[config.mk]
export PLATFORM = sky130hd
export DESIGN_NAME = ile_cell
export DESIGN_NICKNAME = d
export VERILOG_FILES = /design/src/hdl/ile_pkg.sv /design/src/hdl/ile_cell.sv
export SDC_FILE = /design/constraint.sdc
export NUM_CORES = 1
export LEC_CHECK = 0
export BUFFER_PORTS_ARGS = -buffer_cell sky130_fd_sc_hd__buf_4
export CAP_MARGIN = 15
export CORE_MARGIN = 3
export CORE_UTILIZATION = 47
export DETAILED_ROUTE_END_ITERATION = 8
export PLACE_DENSITY = 0.82
export REMOVE_ABC_BUFFERS = 1
export SLEW_MARGIN = 20
export SYNTH_ARGS = -nofsm -noshare
export SYNTH_HDL_FRONTEND = slang
export SYNTH_SLANG_ARGS = --single-unit
[constraint.sdc]
create_clock -name clock -period 7.02 [get_ports clock]
set_clock_uncertainty 0.05 [all_clocks]
set_input_delay 0.702 -clock clock [delete_from_list [all_inputs] [get_ports clock]]
set_output_delay 0.702 -clock clock [all_outputs]
set_load 0.03 [all_outputs]
[src/hdl/ile_pkg.sv]
package ile_pkg;

   localparam int CAPACITY   = 64;
   localparam int WORD_WIDTH = 32;

   // Port field widths.
   localparam int CMD_W    = 3;
   localparam int POS_W    = 7;
   localparam int DATA_W   = 32;
   localparam int STATUS_W = 2;

   localparam int IDX_W = $clog2(CAPACITY);
   localparam int CNT_W = $clog2(CAPACITY + 1);

   // The find and read reduction is split into groups of cells.
   localparam int GROUP_SIZE = 8;
   localparam int GRP_IDX_W  = $clog2(GROUP_SIZE);
   localparam int NUM_GROUPS = (CAPACITY + GROUP_SIZE - 1) / GROUP_SIZE;

   typedef enum logic [CMD_W-1:0] {
      CMD_APPEND = 3'd0,
      CMD_INSERT = 3'd1,
      CMD_SET    = 3'd2,
      CMD_GET    = 3'd3,
      CMD_REMOVE = 3'd4,
      CMD_FIND   = 3'd5,
      CMD_CLEAR  = 3'd6,
      CMD_NOP    = 3'd7
   } cmd_type;

   typedef enum logic [STATUS_W-1:0] {
      STATUS_OK    = 2'd0,
      STATUS_RANGE = 2'd1,
      STATUS_FULL  = 2'd2,
      STATUS_NULL  = 2'd3
   } status_type;

   typedef enum logic [1:0] {
      CELL_HOLD,
      CELL_INSERT,
      CELL_WRITE,
      CELL_REMOVE
   } cell_mode_type;

   typedef enum logic [1:0] {
      FSM_IDLE,
      FSM_EXEC,
      FSM_GATHER,
      FSM_REPORT
   } fsm_state_type;

   // Broadcast from the controller to every cell of the chain.
   typedef struct packed {
      cell_mode_type         mode;
      logic                  capture;
      logic [POS_W-1:0]      pos;
      logic [CNT_W-1:0]      count;
      logic [WORD_WIDTH-1:0] word;
   } cell_ctrl_type;

endpackage

[src/hdl/ile_cell.sv]
module ile_cell (
   input  logic                           clock,
   input  logic [ile_pkg::IDX_W-1:0]      cell_index,
   input  ile_pkg::cell_ctrl_type         ctrl,
   input  logic [ile_pkg::WORD_WIDTH-1:0] left_word,
   input  logic [ile_pkg::WORD_WIDTH-1:0] right_word,
   output logic [ile_pkg::WORD_WIDTH-1:0] word,
   output logic                           match,
   output logic [ile_pkg::WORD_WIDTH-1:0] tap
);
   import ile_pkg::*;

   logic [WORD_WIDTH-1:0] word_ff, word_in;
   logic [WORD_WIDTH-1:0] tap_ff, tap_in;
   logic                  match_ff, match_in;
   logic [POS_W-1:0]      my_pos;
   logic                  at_pos, above_pos;

   assign my_pos    = POS_W'(cell_index);
   assign at_pos    = (my_pos == ctrl.pos);
   assign above_pos = (my_pos > ctrl.pos);

   // Each cell either holds, loads the broadcast word, or takes its
   // neighbor's word when the list opens or closes a gap.
   always_comb begin
      word_in = word_ff;
      case (ctrl.mode)
         CELL_INSERT: begin
            if (above_pos) begin
               word_in = left_word;
            end else if (at_pos) begin
               word_in = ctrl.word;
            end
         end
         CELL_WRITE: begin
            if (at_pos) begin
               word_in = ctrl.word;
            end
         end
         CELL_REMOVE: begin
            if (at_pos || above_pos) begin
               word_in = right_word;
            end
         end
         default: begin
            word_in = word_ff;
         end
      endcase
   end

   assign tap_in   = at_pos ? word_ff : '0;
   assign match_in = (word_ff == ctrl.word) && (CNT_W'(cell_index) < ctrl.count);

   always_ff @(posedge clock) begin
      word_ff <= word_in;
      if (ctrl.capture) begin
         tap_ff   <= tap_in;
         match_ff <= match_in;
      end
   end

   assign word  = word_ff;
   assign match = match_ff;
   assign tap   = tap_ff;

endmodule

Word level (Yosys, flattened, before mapping). Index checks and enable logic that the tools add are counted.

Register bits after elaboration: 65. Input bits: 120. Word-level logic and storage cells: 19.

Order comparisons: 2. Equality and inequality tests: 6. Multiplexer cells: 4. Reductions and logical operators: 4.

Operators by type and width (count): 32-bit 2-to-1 mux (3); 32-bit case mux with 3 select lines (1); 32-bit == test (1); 6-bit by 7-bit == test with 1-bit output (1); 6-bit by 7-bit greater-than comparator with 1-bit output (1); 6-bit by 7-bit less-than comparator with 1-bit output (1); 2-bit == test (second input constant) (2); 3-bit nonzero test (1); 2-bit by 1-bit == test with 1-bit output (second input constant) (1); 2-bit != test (second input constant) (1); 2-bit AND reduction (1); 1-bit logical AND (1); 1-bit logical OR (1).

Depth between registers and ports, before layout.
Depth in word-level cells: 4. Mapped depth: 8.

Least setup slack after synthesis. No wires, ideal clock.

Path type: input to register. Start: in ctrl[41] in the netlist's numbering. End: reg word_ff[0], in the netlist word[0] (enable). Setup time: 0.422 ns. Arrival: 3.021 ns. Required time: 6.548 ns. Slack: 3.527 ns. Stages: 7. Path through: inv_1 -> ha_1 -> nand3_1 -> clkbuf_1 -> a31oi_1 -> nor3_1 -> nor2_1.

Cells in the longest elaborated chain, start to end: 4. Elaborated cells on any way between the ends: 5. Those cells by class: order compare (1); eq/ne (2); reduce/logical (2).

RTL lines: from (decl) (line ile_cell.sv:4) `input ile_pkg::cell_ctrl_type ctrl,`; 6-bit by 7-bit greater-than comparator with 1-bit output or 6-bit by 7-bit == test with 1-bit output (tied branches) (line ile_cell.sv:21, ile_cell.sv:20); 1-bit logical OR (*) (line ile_cell.sv:41) `if (at_pos || above_pos) begin`; 2-bit != test (no source line) (*); 2-bit AND reduction (no source line) (*); to (signal assigned) (line ile_cell.sv:55) `word_ff <= word_in;`; to (decl) (line ile_cell.sv:13) `logic [WORD_WIDTH-1:0] word_ff, word_in;`.

Every way passes the cells marked *; elsewhere a longest branch is shown, timed or not. A chain may end at the register's enable or synchronous reset.

Worst setup path in the final report.
Start: in cell_index[4] in the netlist's numbering. End: reg word_ff[3], in the netlist word[3] (data pin).

Cells in the longest elaborated chain, start to end: 4. Elaborated cells on any way between the ends: 5. Those cells by class: order compare (1); eq/ne (1); mux (3).

RTL lines: from (decl) (line ile_cell.sv:3) `input logic [ile_pkg::IDX_W-1:0] cell_index,`; parallel branches: the longest is 3 deep, another holds 6-bit by 7-bit greater-than comparator with 1-bit output; 32-bit case mux with 3 select lines (*) (line ile_cell.sv:27) `case (ctrl.mode)`; named net word_in[3] (line ile_cell.sv:13).

Mark *: on every way through the listed nets, which the timed path passes.

==> out/metrics.sh <==
NETS=647
MET3WIRELENGTH_UM=1180
CORE-AREA_UM2=7890
REPORT.FINAL.HOLD_VIOL_COUNT=0
MAX_SLEW.WORST_PIN.SLEW_NS=0.955
CLOCK_TREE.HTREE_LEVEL_COUNT=3
CRITPATHKIND='primary input to flip-flop'
POST_SYNTH_MAIN_AREA_CONTRIBUTORS='sky130_fd_sc_hd__edfxtp_1 (50%), sky130_fd_sc_hd__a221o_1 (8.3%), sky130_fd_sc_hd__xor2_1 (7.2%)'
SYNTH_ENABLE_FLOP_CELLS=65
LEAKAGE_nW=2.35
GRT.OVERFLOW.TOTAL=0
WORSTHOLDENDPOINT='tap[11]$_SDFFCE_PP0P_'
CLK_TRANSITION_REPORTED_PATHS_NS=0.07
FINAL_PERIOD_MINUS_WORST_SETUP_SLACK_NS=3.08
CTS_HOLD_BUF=0
FINAL_HOLD_SLACK_NS=0.582
DRT_PASS1_ITERATIONS=5
ROUTED_WIRE_LENGTH_PER_INSTANCE_UM=18.9
TIMING.HOLD.WORST.CLASS='flip-flop to flip-flop'
MET1WIRELENGTH_UM=4520
VDD_IR_DROP_MAX_V=0.0000909
POSTROUTEWIRELENGTH_UM=11800
WORST-ENDPOINT-REQUIRED_NS=7.17
FINAL_SETUP_VIO_COUNT=0
CRITICAL_PATH.REG2REG.STARTPOINT='word[19]$_DFFE_PP_'
DETAILROUTE.WIRELENGTH.MET2_UM=5950
ROUTED.TOP_LAYER='met4'
INSERTION_DELAY_NS=0.34
INITIAL_CORE_UTIL_PCT=49.2
P_SEQ_SHARE_PCT=42.6
SETUP_SLACK_REG_TO_REG_NS=5.25
MULTI_INPUT_AREA_UM2=1790
POWER.SHARE.CLOCK_PCT=27.7
MIN_PERIOD_OVER_PERIOD_PCT=43.9
UNREPAIRED_SETUP_ENDPOINTS_AFTER_GLOBAL_ROUTING='false'
PIN_COUNT_OF_THE_BIGGEST_NET_ENTERING_GLOBAL_ROUTING=65
FINAL_MAX_SLEW_VIOL_COUNT=0
YS.WARNINGS.COUNT=0
COMB_POWER_SHARE_PCT=29.7
DRT-VIAS-PER-INSTANCE=5.74
CRITICAL_PATH_PEAK_FANOUT=36
GRT_PASS1_VIAS=3572
TOTAL_DIE_AREA_UM2=9380
TOTALNEGATIVESETUPSLACK_NS=0
DETAILROUTE.VIA_COUNT=3571
SYNTHDOMINANTAREACELLTYPE='sky130_fd_sc_hd__edfxtp_1'
POWER.DENSITY_CELL_AREA_nW_PER_UM2=220
SLEW-LIMIT-HEADROOM_PCT=36.2
SYNTH_SEQ_AREA_SHARE_PCT=50.3
ANTENNA_CELLS_INSERTED=0
CAP_VIOLATIONS=0
HALF_PERIMETER_WIRE_LENGTH_AFTER_PLACEMENT_UM=8420
FILLERS=572
DRIVE_ABOVE_1_SHARE_PCT=45.8
FF_LATCH_AREA_UM2=1950
FF2FF_PATH_DEPTH=4
SYNTH_TOP_CELLS_BY_COUNT='sky130_fd_sc_hd__edfxtp_1 (65), sky130_fd_sc_hd__and2_1 (33), sky130_fd_sc_hd__nand2_1 (33)'
ANTENNA_FOUND_INITIAL=0
SYNTH_ASYNC_SR_FLOP_SHARE_PCT=0
SYNTH_FF_TYPE='sky130_fd_sc_hd__edfxtp_1'
CTS_BUFFERS=9
WORST_SETUP_PATH_END_KIND='flip-flop'
FINALWEIGHTEDCONGESTION=0.812
CTS_TREE='yes'
NET_SW_POWER_uW=379
CRIT_ARRIVAL_NS=3.24
POWER_SWITCHING_SHARE_PCT=31.2
WORST_SETUP_PATH_START_KIND='primary input'
POWER.INTERNAL_uW=835
ACHIEVABLE-FREQUENCY_MHz=324
TOTAL_I_O_PIN_COUNT=185
CORE.ROWCOUNT=32
GRTUSAGETOTAL_PCT=24.2
ROOT_BUFFER='sky130_fd_sc_hd__clkbuf_8'
SYNTH_CELLS=339
NETLIST-CELL-TYPE-COUNT=33
SYNTHESIS.AREA_UM2=3880
POST-CTS-SETUP-BUFFER-COUNT=0
DIE-HEIGHT_UM=96.9
SYNTH.TOP_CELL.AREA_SHARE_PCT=50.3
DRTANTENNAVIOLNETS=0
CTS-RESIZED-GATES=0
DRT_DRC_VIOLATIONS_LEFT=0
HOLD-PATH-CELL-COUNT=1
NUMPORTBUFFERS=184
DIE_X_UM=96.9
CTS.SINKS=65
DRT-INITIAL-DRC-COUNT=228
MIN-DELAY-START='word[11]$_DFFE_PP_'
GRT_FIRST_PASS_WIRELENGTH_UM=18000
CLOCK_PATH_BUFFERS=2
R2R_END='match$_DFFE_PP_'
YOSYS.CELL_COUNT.TOP_TYPE='sky130_fd_sc_hd__edfxtp_1'
YS_SEQ_ELEMENTS=65
LAYOUT-AREA-OVERHEAD-VS-SYNTH_PCT=42.2
SYNTH_AREA_PER_CELL_UM2=11.4
RUN_STATUS='finished, final reports clean'
==> power by group through the flow <==
stage	sequential, mW	clock, mW	combinational [mW]
after global placement	0.523	0	0.348
after global routing	0.523	0.363	0.381
after CTS	0.517	0.340	0.360
after detailed placement	0.525	0	0.358
after floorplan	0.589	0	0.132
final	0.517	0.337	0.360
==> layout by cell type (no fill, tap or decap) <==
cell type and count:
sky130_fd_sc_hd__a211oi_1 1, sky130_fd_sc_hd__a21o_1 2, sky130_fd_sc_hd__a21oi_1 5, sky130_fd_sc_hd__a21oi_2 30, sky130_fd_sc_hd__a21oi_4 1, sky130_fd_sc_hd__a221o_1 32
sky130_fd_sc_hd__a2bb2oi_4 1, sky130_fd_sc_hd__a31oi_1 1, sky130_fd_sc_hd__and2_1 33, sky130_fd_sc_hd__buf_4 188, sky130_fd_sc_hd__bufinv_16 2, sky130_fd_sc_hd__clkbuf_1 2
sky130_fd_sc_hd__clkbuf_8 9, sky130_fd_sc_hd__clkinv_1 1, sky130_fd_sc_hd__clkinv_2 1, sky130_fd_sc_hd__edfxtp_1 65, sky130_fd_sc_hd__ha_1 11, sky130_fd_sc_hd__inv_1 11
sky130_fd_sc_hd__nand2_1 33, sky130_fd_sc_hd__nand2b_1 1, sky130_fd_sc_hd__nand3_2 1, sky130_fd_sc_hd__nand3b_1 1, sky130_fd_sc_hd__nand4_1 2, sky130_fd_sc_hd__nand4b_1 1
sky130_fd_sc_hd__nand4b_4 1, sky130_fd_sc_hd__nor2_1 3, sky130_fd_sc_hd__nor2_2 1, sky130_fd_sc_hd__nor2_4 2, sky130_fd_sc_hd__nor3_1 2, sky130_fd_sc_hd__nor4_1 8
sky130_fd_sc_hd__o21ai_0 32, sky130_fd_sc_hd__o21ai_1 1, sky130_fd_sc_hd__o21bai_1 1, sky130_fd_sc_hd__o21bai_2 1, sky130_fd_sc_hd__o22ai_1 1, sky130_fd_sc_hd__xor2_1 32
==> worst max-delay path, cell delays in order <==
cell                       delay, ns
sky130_fd_sc_hd__buf_4          0.12
sky130_fd_sc_hd__ha_1           0.33
sky130_fd_sc_hd__nand4b_4       0.48
sky130_fd_sc_hd__a21oi_4        0.35
sky130_fd_sc_hd__nor2_1         0.09
sky130_fd_sc_hd__nor2_2         0.56
sky130_fd_sc_hd__buf_4          0.36
sky130_fd_sc_hd__a221o_1        0.21
==> logic make-up after synthesis <==
group,after synthesis,synth area share [%]
compound gates,109,22.4
simple gates,89,12.5
flops,65,50.3
buf+inv,33,3.97
xor+xnor,32,7.22
fa+ha+maj,11,3.55
==> stage by stage <==
step	instances	power (mW)	area, um2	setup slack (ns)	utilization, %
CTS	622	1.22	5520	3.96	70.0
global placement	607	0.871	5310	3.29	67.4
global route	622	1.27	5520	3.82	70.0
detailed placement	607	0.882	5320	3.62	67.4
finish	622	1.21	5520	3.94	70.0
floorplan	317	0.721	3770	3.28	-
==> layer usage <==
metal	up-vias	track usage, %
li1	1628	-
met2	217	40.7
met1	1712	29.8
met4	0	6.37
met3	14	8.00
met5	-	0
==> area by class of cell <==
class                      count  area share, %
sequential                    65           35.4
multi-input combinational    241           32.4
timing repair buffer         188           25.6
clock buffer                  11           2.38
tap                          102           2.31
clock inverter                 4           1.25
inverter                      11          0.748
==> state kept, by name (all words and copies together), names as in the netlist <==
name   flops
word      32
tap       32
match      1
==> worst max path at each step <==
| stage | to | slack, ns | startpoint | depth (start not counted) |
|---|---|---|---|---|
| after floorplan | word[0]$_DFFE_PP_ | 3.28 | ctrl[41] | 6 |
| after global placement | word[19]$_DFFE_PP_ | 3.29 | cell_index[2] | 6 |
| final | word[3]$_DFFE_PP_ | 3.94 | cell_index[4] | 8 |
| after detailed placement | word[3]$_DFFE_PP_ | 3.62 | cell_index[4] | 8 |
| after CTS | word[3]$_DFFE_PP_ | 3.96 | cell_index[4] | 8 |
| after global routing | word[0]$_DFFE_PP_ | 3.82 | ctrl[41] | 7 |
No activity file was read; power rests on OpenSTA's default activity.
